## config.mk

```make
export PLATFORM = sky130hd
export DESIGN_NAME = bitmap_id_allocator
export DESIGN_NICKNAME = d
export VERILOG_FILES = /design/src/rtl/bia_pkg.sv /design/src/rtl/bia_find.sv /design/src/rtl/bitmap_id_allocator.sv
export SDC_FILE = /design/constraint.sdc
export NUM_CORES = 2
export LEC_CHECK = 0
export BUFFER_PORTS_ARGS = -buffer_cell sky130_fd_sc_hd__buf_2
export CORE_MARGIN = 2
export CORE_UTILIZATION = 45
export CTS_CLUSTER_DIAMETER = 120
export CTS_CLUSTER_SIZE = 40
export DETAILED_ROUTE_END_ITERATION = 8
export PLACE_DENSITY = 0.61
export SYNTH_ARGS = -nofsm -noshare
export SYNTH_HDL_FRONTEND = slang
export SYNTH_HIERARCHICAL = 1
export SYNTH_SLANG_ARGS = --single-unit
export TNS_END_PERCENT = 100
```

## constraint.sdc

```tcl
create_clock -name clk -period 11 [get_ports clk]
set_input_delay 2.2 -clock clk [delete_from_list [all_inputs] [get_ports clk]]
set_output_delay 2.2 -clock clk [all_outputs]
set_load 0.02 [all_outputs]
```

## src/rtl/bia_pkg.sv

```systemverilog
// Shared constants and types for the bitmap ID allocator.
`timescale 1ns / 1ps

package bia_pkg;

    localparam int MAX_IDS     = 4096;
    localparam int GROUP_BITS  = 8;
    localparam int ID_W        = 13;
    localparam int WORD_W      = 64;
    localparam int WORD_AW     = 6;
    localparam int NUM_WORDS   = MAX_IDS / WORD_W;
    localparam logic [31:0] ALL_ONES_ID = 32'hffff_ffff;
    localparam logic [ID_W-1:0] ID_CAP  = ID_W'((MAX_IDS / GROUP_BITS) * GROUP_BITS);

    typedef enum logic [1:0] {
        OP_ALLOC = 2'd0,
        OP_MARK  = 2'd1,
        OP_CHECK = 2'd2,
        OP_RAISE = 2'd3
    } op_t;

    // Result of the first-clear-bit search over one bitmap word.
    typedef struct packed {
        logic               found;
        logic [WORD_AW-1:0] idx;
    } find_t;

endpackage

```

## src/rtl/bia_find.sv

```systemverilog
// Priority finder: lowest set bit of a word of candidate free positions.
`timescale 1ns / 1ps

module bia_find (
    input  logic [bia_pkg::WORD_W-1:0] cand,
    output bia_pkg::find_t             res
);
    import bia_pkg::*;

    always_comb
    begin
        res.found = |cand;
        res.idx   = '0;
        for (int j = WORD_W - 1; j >= 0; j--)
        begin
            if (cand[j])
            begin
                res.idx = WORD_AW'(j);
            end
        end
    end

endmodule

```

## src/rtl/bitmap_id_allocator.sv

```systemverilog
// Top level of the bitmap ID allocator: control sequencer and bitmap memory.
`timescale 1ns / 1ps

// The block keeps a 4096-bit ID bitmap in a synchronous memory of 64 words of
// 64 bits. Requests arrive on the input channel (in_valid / in_stall) as one
// beat of opcode, id_value and set_flag; each request yields exactly one
// result beat of status, is_set and new_id on the output channel
// (out_valid / out_stall). One request is worked on at a time, and in_stall
// is high while a request is in progress.
// Allocate from the counter and raise-counter go straight to the result
// stage; mark and check read one memory word, and mark writes it back when
// the bit changes. An allocate that searches the bitmap reads one 64-bit
// word per cycle through the single read port, over at most two passes.
// The user must write the max_id register through cfg_wr_en / cfg_wr_data
// only while the block is idle; the block itself does not enforce this.
// The value is rounded up to a multiple of 8 and capped. At reset the
// counter and resume point clear, max_id returns to 4096 and the bitmap
// reads as all clear through a per-word valid bit, so no clearing pass is
// needed. If the receiver stalls, the result beat is held in the output
// register; the next request may be accepted meanwhile and its result
// waits inside the block until the output register frees up.

module bitmap_id_allocator (
    input  logic                      clk,
    input  logic                      rst_n,
    input  logic                      cfg_wr_en,
    input  logic [bia_pkg::ID_W-1:0]  cfg_wr_data,
    input  logic                      in_valid,
    output logic                      in_stall,
    input  logic [1:0]                opcode,
    input  logic [31:0]               id_value,
    input  logic                      set_flag,
    output logic                      out_valid,
    input  logic                      out_stall,
    output logic                      status,
    output logic                      is_set,
    output logic [bia_pkg::ID_W-1:0]  new_id
);
    import bia_pkg::*;

    typedef enum logic [2:0] {
        S_IDLE,
        S_MRD,
        S_MCHK,
        S_PASS,
        S_SCAN,
        S_OUT
    } state_t;

    state_t               state_reg, state_next;
    op_t                  op_reg, op_next;
    logic                 setf_reg, setf_next;
    logic [11:0]          k_reg, k_next;
    logic [ID_W-1:0]      cnt_reg, cnt_next;
    logic [ID_W-1:0]      rp_reg, rp_next;
    logic [ID_W-1:0]      max_reg, max_next;
    logic                 pass_reg, pass_next;
    logic [ID_W-1:0]      s8_reg, s8_next;
    logic [ID_W-1:0]      lo_reg, lo_next;
    logic [ID_W-1:0]      hi_reg, hi_next;
    logic [WORD_AW-1:0]   whi_reg, whi_next;
    logic [WORD_AW-1:0]   rd_w_reg, rd_w_next;
    logic [WORD_AW-1:0]   chk_w_reg, chk_w_next;
    logic                 chkv_reg, chkv_next;
    logic                 r_status_reg, r_status_next;
    logic                 r_is_set_reg, r_is_set_next;
    logic [ID_W-1:0]      r_new_id_reg, r_new_id_next;
    logic                 out_valid_reg, out_valid_next;
    logic                 status_reg, status_next;
    logic                 is_set_reg, is_set_next;
    logic [ID_W-1:0]      new_id_reg, new_id_next;
    logic [NUM_WORDS-1:0] vld_reg, vld_next;

    logic [WORD_W-1:0]    mem [NUM_WORDS];
    logic [WORD_W-1:0]    mem_q;
    logic                 mem_we;
    logic [WORD_AW-1:0]   mem_wa;
    logic [WORD_AW-1:0]   mem_ra;
    logic [WORD_W-1:0]    mem_wd;

    logic [WORD_W-1:0]    scan_word;
    logic [WORD_W-1:0]    scan_mask;
    find_t                find_res;

    logic                 in_fire;
    logic                 id_gt_max;
    logic [ID_W-1:0]      rp_eff;
    logic [13:0]          cfg_sum;
    logic [13:0]          cfg_rnd;
    logic [ID_W-1:0]      pass_lo;
    logic [ID_W-1:0]      pass_hi;
    logic [ID_W-1:0]      hi_m1;
    logic [WORD_W-1:0]    chk_word;
    logic                 chk_bit;
    logic [11:0]          found_pos;

    assign in_stall  = (state_reg != S_IDLE);
    assign in_fire   = in_valid && !in_stall;
    assign out_valid = out_valid_reg;
    assign status    = status_reg;
    assign is_set    = is_set_reg;
    assign new_id    = new_id_reg;

    assign id_gt_max = ({19'd0, max_reg} < id_value);

    // Words never written since reset read as all clear.
    assign chk_word  = vld_reg[k_reg[11:6]] ? mem_q : '0;
    assign chk_bit   = chk_word[k_reg[5:0]];
    assign scan_word = vld_reg[chk_w_reg] ? mem_q : '0;

    // Candidate positions in the word under check lie in [lo, hi).
    always_comb
    begin
        logic [ID_W-1:0] p;
        for (int j = 0; j < WORD_W; j++)
        begin
            p = {1'b0, chk_w_reg, WORD_AW'(j)};
            scan_mask[j] = (p >= lo_reg) && (p < hi_reg);
        end
    end

    bia_find u_find (
        .cand (~scan_word & scan_mask),
        .res  (find_res)
    );

    assign found_pos = {chk_w_reg, find_res.idx};
    assign mem_ra    = (state_reg == S_SCAN) ? rd_w_reg : k_reg[11:6];

    always_comb
    begin
        state_next     = state_reg;
        op_next        = op_reg;
        setf_next      = setf_reg;
        k_next         = k_reg;
        cnt_next       = cnt_reg;
        rp_next        = rp_reg;
        max_next       = max_reg;
        pass_next      = pass_reg;
        s8_next        = s8_reg;
        lo_next        = lo_reg;
        hi_next        = hi_reg;
        whi_next       = whi_reg;
        rd_w_next      = rd_w_reg;
        chk_w_next     = chk_w_reg;
        chkv_next      = chkv_reg;
        r_status_next  = r_status_reg;
        r_is_set_next  = r_is_set_reg;
        r_new_id_next  = r_new_id_reg;
        out_valid_next = out_valid_reg;
        status_next    = status_reg;
        is_set_next    = is_set_reg;
        new_id_next    = new_id_reg;
        vld_next       = vld_reg;
        mem_we         = 1'b0;
        mem_wa         = k_reg[11:6];
        mem_wd         = chk_word;
        rp_eff         = (rp_reg == max_reg) ? '0 : rp_reg;
        pass_lo        = pass_reg ? '0 : s8_reg;
        pass_hi        = (pass_reg && (s8_reg < max_reg)) ? s8_reg : max_reg;
        hi_m1          = pass_hi - ID_W'(1);

        // Configuration: round up to a group boundary and cap.
        cfg_sum = {1'b0, cfg_wr_data} + 14'd7;
        cfg_rnd = {cfg_sum[13:3], 3'b000};
        if (cfg_wr_en)
        begin
            max_next = (cfg_rnd > {1'b0, ID_CAP}) ? ID_CAP : cfg_rnd[ID_W-1:0];
        end

        // The output register drains when the receiver takes the beat.
        if (out_valid_reg && !out_stall)
        begin
            out_valid_next = 1'b0;
        end

        case (state_reg)
            S_IDLE:
            begin
                if (in_fire)
                begin
                    op_next       = op_t'(opcode);
                    setf_next     = set_flag;
                    k_next        = (id_value[ID_W-1:0] == max_reg) ? '0 : id_value[11:0];
                    r_status_next = 1'b0;
                    r_is_set_next = 1'b0;
                    r_new_id_next = '0;
                    state_next    = S_OUT;
                    case (op_t'(opcode))
                        OP_ALLOC:
                        begin
                            if (cnt_reg < max_reg)
                            begin
                                cnt_next      = cnt_reg + ID_W'(1);
                                r_new_id_next = cnt_reg + ID_W'(1);
                            end
                            else
                            begin
                                rp_next    = rp_eff;
                                s8_next    = {rp_eff[ID_W-1:3], 3'b000};
                                pass_next  = 1'b0;
                                state_next = S_PASS;
                            end
                        end
                        OP_MARK:
                        begin
                            if (id_gt_max)
                            begin
                                r_status_next = (id_value == ALL_ONES_ID);
                            end
                            else
                            begin
                                state_next = S_MRD;
                            end
                        end
                        OP_CHECK:
                        begin
                            if (id_gt_max)
                            begin
                                r_status_next = 1'b1;
                            end
                            else
                            begin
                                state_next = S_MRD;
                            end
                        end
                        OP_RAISE:
                        begin
                            if ((id_value != 32'd0) && !id_gt_max &&
                                (cnt_reg < id_value[ID_W-1:0]))
                            begin
                                cnt_next = id_value[ID_W-1:0];
                            end
                        end
                        default:
                        begin
                            state_next = S_OUT;
                        end
                    endcase
                end
            end
            S_MRD:
            begin
                state_next = S_MCHK;
            end
            S_MCHK:
            begin
                if (op_reg == OP_CHECK)
                begin
                    r_is_set_next = chk_bit;
                end
                else if (chk_bit == setf_reg)
                begin
                    r_status_next = 1'b1;
                end
                else
                begin
                    mem_we                 = 1'b1;
                    mem_wd[k_reg[5:0]]     = setf_reg;
                    vld_next[k_reg[11:6]]  = 1'b1;
                end
                state_next = S_OUT;
            end
            S_PASS:
            begin
                if (pass_lo < pass_hi)
                begin
                    lo_next    = pass_lo;
                    hi_next    = pass_hi;
                    whi_next   = hi_m1[11:6];
                    rd_w_next  = pass_lo[11:6];
                    chkv_next  = 1'b0;
                    state_next = S_SCAN;
                end
                else if (!pass_reg && (s8_reg != '0))
                begin
                    pass_next = 1'b1;
                end
                else
                begin
                    r_status_next = 1'b1;
                    state_next    = S_OUT;
                end
            end
            S_SCAN:
            begin
                // A read is issued every cycle; the word read in the previous
                // cycle is checked while the next one is fetched.
                chk_w_next = rd_w_reg;
                chkv_next  = 1'b1;
                if (rd_w_reg < whi_reg)
                begin
                    rd_w_next = rd_w_reg + WORD_AW'(1);
                end
                if (chkv_reg)
                begin
                    if (find_res.found)
                    begin
                        rp_next       = (found_pos == '0) ? max_reg : {1'b0, found_pos};
                        r_new_id_next = (found_pos == '0) ? max_reg : {1'b0, found_pos};
                        state_next    = S_OUT;
                    end
                    else if (chk_w_reg == whi_reg)
                    begin
                        if (!pass_reg && (s8_reg != '0))
                        begin
                            pass_next  = 1'b1;
                            state_next = S_PASS;
                        end
                        else
                        begin
                            r_status_next = 1'b1;
                            state_next    = S_OUT;
                        end
                    end
                end
            end
            S_OUT:
            begin
                if (!out_valid_reg || !out_stall)
                begin
                    out_valid_next = 1'b1;
                    status_next    = r_status_reg;
                    is_set_next    = r_is_set_reg;
                    new_id_next    = r_new_id_reg;
                    state_next     = S_IDLE;
                end
            end
            default:
            begin
                state_next = S_IDLE;
            end
        endcase
    end

    // Bitmap store: one write and one registered read per cycle. Only one
    // request is in flight, so a write always lands before the next read.
    always_ff @(posedge clk)
    begin
        if (mem_we)
        begin
            mem[mem_wa] <= mem_wd;
        end
        mem_q <= mem[mem_ra];
    end

    always_ff @(posedge clk or negedge rst_n)
    begin
        if (!rst_n)
        begin
            state_reg     <= S_IDLE;
            cnt_reg       <= '0;
            rp_reg        <= '0;
            max_reg       <= ID_CAP;
            vld_reg       <= '0;
            out_valid_reg <= 1'b0;
            chkv_reg      <= 1'b0;
            pass_reg      <= 1'b0;
        end
        else
        begin
            state_reg     <= state_next;
            cnt_reg       <= cnt_next;
            rp_reg        <= rp_next;
            max_reg       <= max_next;
            vld_reg       <= vld_next;
            out_valid_reg <= out_valid_next;
            chkv_reg      <= chkv_next;
            pass_reg      <= pass_next;
        end
    end

    always_ff @(posedge clk)
    begin
        op_reg       <= op_next;
        setf_reg     <= setf_next;
        k_reg        <= k_next;
        s8_reg       <= s8_next;
        lo_reg       <= lo_next;
        hi_reg       <= hi_next;
        whi_reg      <= whi_next;
        rd_w_reg     <= rd_w_next;
        chk_w_reg    <= chk_w_next;
        r_status_reg <= r_status_next;
        r_is_set_reg <= r_is_set_next;
        r_new_id_reg <= r_new_id_next;
        status_reg   <= status_next;
        is_set_reg   <= is_set_next;
        new_id_reg   <= new_id_next;
    end

    // The bitmap is only written while a mark is being resolved.
    assert property (@(posedge clk) disable iff (!rst_n)
        mem_we |-> (state_reg == S_MCHK) && (op_reg == OP_MARK))
        else $error("bitmap written outside a mark");

    // The fetch pointer never runs past the last word of the current pass.
    assert property (@(posedge clk) disable iff (!rst_n)
        (state_reg == S_SCAN) |-> (rd_w_reg <= whi_reg))
        else $error("search pointer beyond pass end");

    // A beat handed out with an ID never reports failure.
    assert property (@(posedge clk) disable iff (!rst_n)
        (out_valid && (new_id != '0)) |-> !status)
        else $error("ID returned with failure status");

    // A result moves to the output only when the register is free or drains.
    assert property (@(posedge clk) disable iff (!rst_n)
        ((state_reg == S_OUT) && out_valid_reg && out_stall) |=> (state_reg == S_OUT))
        else $error("result left the pending stage while output was stalled");

endmodule
```

# After elaboration in Yosys (flattened, before gate mapping)
# Memories as Yosys holds them, arrays and structs flattened. A register that Yosys moved wholly into a read port is not among the register bits.
# Cells that the tools add are included.
op_classes:
  n_reduce_logical: 107
  muxes: 148
  eq_ne: 33
  magnitude_cmp: 140
  n_bitwise: 6
  n_addsub: 4
op_table:
  columns: ["op", "n"]
  rows:
  - ["greater-or-equal comparator 12 x 13 -> 1 bit", 64]
  - ["less-than comparator 12 x 13 -> 1 bit", 64]
  - ["2-to-1 mux 6 bit", 67]
  - ["2-to-1 mux 64 bit", 5]
  - ["2-to-1 mux 13 bit", 15]
  - ["case mux 13 bit (2 select lines)", 3]
  - ["logical AND 1 bit", 72]
  - ["AND 64 bit", 1]
  - ["bitwise mux 64 bit", 1]
  - ["inverter 64 bit", 1]
  - ["OR 64 bit", 1]
  - ["OR reduction 64 bit", 1]
  - ["less-than comparator 13 bit", 4]
  - ["2-to-1 mux 1 bit", 34]
  - ["equality test 32 bit (second input constant)", 1]
  - ["less-than comparator 13 x 32 -> 1 bit", 1]
  - ["nonzero test 32 bit", 1]
  - ["2-to-1 mux 3 bit", 10]
  - ["inequality test 2 bit (second input constant)", 14]
  - ["equality test 13 bit", 2]
  - ["less-than comparator 6 x 7 -> 1 bit (second input constant)", 3]
  - ["binary-select mux 1 bit (select 6 bit)", 3]
  - ["case mux 3 bit (6 select lines)", 1]
  - ["AND reduction 8 bit", 2]
  - ["40 further kinds", 67]
word_totals:
  output_inout_bits: 17
  input_bits: 53
  elab_cells: 463
  regBits: 208
  ram_bits: 4096
  mem_count: 1
memory_table:
  columns: ["name", "depth", "word_bits", "read_ports", "rd_ports_with_merged_regs", "write_ports", "line", "rtl"]
  rows:
  - ["mem", 64, 64, 1, 1, 1, "bitmap_id_allocator.sv:74", "logic [WORD_W-1:0] mem [NUM_WORDS];"]

# Longest topological paths before layout
logic_depth:
  depth_word: 74
  ltp_mapped: 22
  mapped_depth_nobuf: 20

# Modules after synthesis
# Netlist, hierarchy kept.
by_module_without_submodules:
  columns: ["module", "cells_each", "seq_area_each_um2", "area_per_inst_um2", "instances"]
  rows:
  - ["bitmap_id_allocator", 7985, 129725.7, 169724.0, 1]
  - ["bia_find", 145, 0.0, 887.1, 1]

# Least setup slack after synthesis
# Ideal clock, no wire load.
synth_timing:
  path_type: "reg-to-reg"
  start: "register max_reg[12]"
  end: "register rd_w_reg[0], enable pin"
  setup_ns: 0.318
  synth_period_minus_slack_ns: 5.773
  t_required_ns: 10.682
  path_buffers: 1
  path_stages_with_launch: 16
  t_arrival_ns: 5.454
  slack_ns: 5.227
  cell_sequence: "dfstp_2 -> inv_1 -> ha_1 -> o21a_1 -> nor3_1 -> nor2_1 -> clkbuf_1 -> mux2i_1 -> ha_1 -> and4_1 -> a221oi_1 -> o21ai_0 -> a31oi_1 -> a211oi_1 -> nor3_1 -> a21o_1"
synth_between:
  elab_chain_cells: 6
synth_rtl:
  columns: ["item", "line", "rtl"]
  rows:
  - ["start, declared", "bitmap_id_allocator.sv:56", "logic [ID_W-1:0] max_reg, max_next;"]
  - ["start signal, assigned", "bitmap_id_allocator.sv:365", "max_reg <= max_next;"]
  - ["less-than comparator 13 bit", "bitmap_id_allocator.sv:160", "pass_hi = (pass_reg && (s8_reg < max_reg)) ? s8_reg : max_reg;"]
  - ["logical AND 1 bit", "bitmap_id_allocator.sv:160", null]
  - ["2-to-1 mux 13 bit *", "bitmap_id_allocator.sv:160", null]
  - ["less-than comparator 13 bit *", "bitmap_id_allocator.sv:266", "if (pass_lo < pass_hi)"]
  - ["inequality test 2 bit (no line) *", null, null]
  - ["AND reduction 3 bit (no line) *", null, null]
  - ["end signal, assigned", "bitmap_id_allocator.sv:382", "rd_w_reg <= rd_w_next;"]
  - ["end, declared", "bitmap_id_allocator.sv:62", "logic [WORD_AW-1:0] rd_w_reg, rd_w_next;"]
# Mark *: on every way between the ends. The rest lies on a longest branch, timed or not.
# A chain may end at the register's enable or synchronous reset.

# Final worst setup path
layout_timing:
  start: "register state_reg[1]"
  end: "register mem_q[44], read port of mem"
layout_between:
  elab_chain_cells: 2
layout_rtl:
  columns: ["item", "line", "rtl"]
  rows:
  - ["start, declared", "bitmap_id_allocator.sv:50", "state_t state_reg, state_next;"]
  - ["start signal, assigned", "bitmap_id_allocator.sv:362", "state_reg <= state_next;"]
  - ["equality test 3 bit", "bitmap_id_allocator.sv:128", "assign mem_ra = (state_reg == S_SCAN) ? rd_w_reg : k_reg[11:6];"]
  - ["2-to-1 mux 6 bit", "bitmap_id_allocator.sv:128", null]
  - ["end, declared", "bitmap_id_allocator.sv:75", "logic [WORD_W-1:0] mem_q;"]
# No other way between the ends.

==> metrics.cfg <==
[yosys]
synthesis.nets = 8256
synth_edf_count = 4189
synth_area_leaders = edfxtp_1 (74%), mux4_2 (14%), dfrtp_1 (1.5%)
synthArstFlopShare_pct = 2.432
synth-seq-cells = 4359
syn-cell-area_sq_um = 170600
synth_ff_type = edfxtp_1
yosys.area.top_type = edfxtp_1
ys_seq_area_share_pct = 76.04
syn_inst = 8130
synth_cell_types = 87
ys.warnings.count = 6
avgSynthCellArea_sq_um = 20.99
yosysTopAreaCellShare_pct = 73.73

[worst_setup_path]
r2r_start = state_reg[1]$_DFFE_PN0P_
endpoint_kind = flop
startpoint_type = flop
crit_top_cell = buf_12
max_stage_delay_ns = 0.99
cp_slowest_cell = mux2i_4
crit_family = buffers and inverters
reg2reg_to = mem_q[44]$_DFF_P_
required_ns = 11.53
r2r_cells = 11
cp_num_buf_inv = 3
worstPathArrival_ns = 7.14
crit_chain = nor2_4 > nand2_2 > buf_4 > mux2i_4 > buf_12 > buf_12 > mux4_2 > a22oi_1 > a21oi_1 > nor2_1 > o221ai_1
critPathKind = flop to flop
cp_max_fo = 117
reg2reg_slack_ns = 4.39

[run_status]
outcome = complete, but fails checks
violations = capacitance limit, slew limit

[sta]
fmax_mhz = 151.3
drv_slew = 14
setup_viol = 0
setup-tns-final_ns = 0
finClkSkew_ns = 0.07947
tightest_slew_ns = 1.634
rsz0062_at_grt = false
slew_headroom_pct = -8.946
fin_crit_sh_pct = 60.09
period_needed_ns = 6.610
finalHoldViolations = 0

[place]
place.gp.congestion = 0.8939
portBuffers = 69
dp_hpwl_mm = 258.0

[detailed_routing]
wirelength_mm = 505.2
drc = 0
vias_per_cell = 6.696
drt-initial-drc-count = 13477
vias = 88356
routedWlPerCell_um = 38.28
drtAntennaViolNets = 0
drt_pass1_iterations = 7

[floorplan]
rows = 226
die_x_um = 619.7
start_util_pct = 45.13
die_h_um = 619.7
fp.dieArea_sq_um = 384100
core_area_sq_um = 378100
ios = 70

[global_routing]
track_usage_pct = 26.05
antenna_found_initial = 13
grt-ovfl-total = 0
grt_pass1_wl_mm = 696.8
grt_max_degree = 118
grt_pass1_vias = 85700

[power]
leakagePower_uw = 0.05613
powerDensity_nw_per_um2 = 226.6
power_uw = 41370
ir_worst_vdd_uv = 325.3

[clock_network]
clockBufferDepth = 4
cts_setup_buffers = 0
cts-buffers-inserted = 135
clk_pin_slew_ns = 0.15
cts_sinks = 4359
cts_tree = built
cts_resized = 0
postCtsHoldBufs = 0
cts_root_buffer = clkbuf_16
htree_num_levels = 4
clk_latency_ns = 0.95

[hold_path]
hold_class = flop to flop
hold_end = new_id[11]$_DFFE_PP_
hp-start = r_new_id_reg[11]$_DFFE_PP_
holdPathStages = 0

[finish]
layout_common_cells = edfxtp_1 (4189), mux4_2 (1056), a22oi_1 (259)
drive_above_1_share_pct = 21.13
area_growth_pct = 6.989
largest_reg_flops = 4096
fin_nets = 8233
multi_input_area_sq_um = 39090
final_common_cell = edfxtp_1
ff_latch_area_sq_um = 129700
nFillCells = 30273

[flow_run]
drv_cap = 2

==> cells in the mapped netlist (4+ instances only) <==
cell type  number
clkbuf_1      221
inv_1         117
dfrtp_1       105
a221oi_1      149
dfxtp_1        64
ha_1           73
nor4_1         34
xor2_1         19
a32oi_1         7
and3_1         24
nor2_1        242
a22o_1        172
o22ai_1        22
or3_1           9
mux2_2         13
xnor2_1        27
nand4_1        20
mux4_2       1056
o21ai_0        62
o21bai_1       69
o21ai_1         5
o32ai_1        42
o221ai_1       78
a31oi_1        15
a22oi_1       259
a21o_1         10
buf_1          69
or4_1           4
and2_1         14
nand3_1        35
nand2_1       154
o211ai_1       17
mux2i_1        31
nor2b_1        38
nor3_1         53
a21oi_1       239
o21a_1         12
nand2b_1       21
edfxtp_1     4189
a211oi_1        8
a32o_1         45
buf_4          26
mux2i_2         8
buf_2         171
o31ai_1        11
==> power breakdown <==
| group | internal (uW) | leakage (uW) | switching, uW |
|---|---|---|---|
| Sequential | 20300 | 0.0404 | 565 |
| Combinational | 4730 | 0.0138 | 8490 |
| Clock | 2480 | 0.00192 | 4820 |
==> logic make-up (layout without fill, tap and decap cells) <==
logic type / count (synthesis) / after routing / share of synthesized area (%)
other: 0 / 12 / 0
AOI/OAI and AO/OA: 1253 / 1253 / 5.456
adders and majority gates: 73 / 73 / 0.5354
and+or+nand+nor: 680 / 680 / 1.916
xor gates and xnor gates: 46 / 46 / 0.2361
muxes: 1110 / 1110 / 14.29
buffers and inverters: 609 / 647 / 1.536
DFF: 4359 / 4359 / 76.04
==> through the flow <==
step           hold WS [ns]  setup WS (ns)  instance area [sq um]  cells  utilization, %
6_report             0.4393          4.390                 182500  13196           48.28
5_1_grt              0.4448          4.272                 182500  13185           48.27
4_1_cts              0.4380          4.711                 182500  13183           48.27
3_5_place_dp         0.4080          4.769                 178500  12985           47.22
3_3_place_gp         0.4134          4.591                 178400  12982           47.20
2_1_floorplan        0.4003          5.227                 170600   8130               -
==> area by class of cell <==
class	instances	share of cell area (%)
Antenna cell	12	0.01645
Clock buffer	177	1.995
Clock inverter	21	0.1837
Inverter	119	0.2447
Multi-Input combinational cell	3162	21.42
Sequential cell	4359	71.07
Tap cell	5016	3.438
Timing Repair Buffer	330	1.638
==> worst reg2reg max path, cell delays in order, from the launching register on <==
cell and delay (ns):
dfrtp_1 0.62, nor2_4 0.12, nand2_2 0.20, buf_4 0.49
mux2i_4 1.03, buf_12 0.58, buf_12 0.92, mux4_2 0.65
a22oi_1 0.50, a21oi_1 0.13, nor2_1 0.34, o221ai_1 0.65
==> worst max-delay path by stage <==
stage	from	endpoint	cells after the start
after CTS	state_reg[1]$_DFFE_PN0P_	mem_q[44]$_DFF_P_	11
after global routing	state_reg[1]$_DFFE_PN0P_	mem_q[44]$_DFF_P_	11
after floorplan	max_reg[12]$_DFFE_PN1P_	rd_w_reg[0]$_DFFE_PP_	15
after global placement	state_reg[1]$_DFFE_PN0P_	mem_q[28]$_DFF_P_	9
after detailed placement	state_reg[1]$_DFFE_PN0P_	mem_q[44]$_DFF_P_	11
final	state_reg[1]$_DFFE_PN0P_	mem_q[44]$_DFF_P_	11
==> routing by layer <==
| metal | GRT usage (%) | wire length, um | vias to the layer above | share of wire [%] |
|---|---|---|---|---|
| met3 | 4.094 | 48490 | 732 | 9.6 |
| met5 | 0 | 22 | - | 0.0044 |
| met1 | 37.11 | 199000 | 48356 | 39 |
| met4 | 7.691 | 17160 | 4 | 3.4 |
| met2 | 41.74 | 240500 | 5092 | 48 |
| li1 | - | - | 34172 | - |
Note: power is estimated with default switching activity, not from simulation.
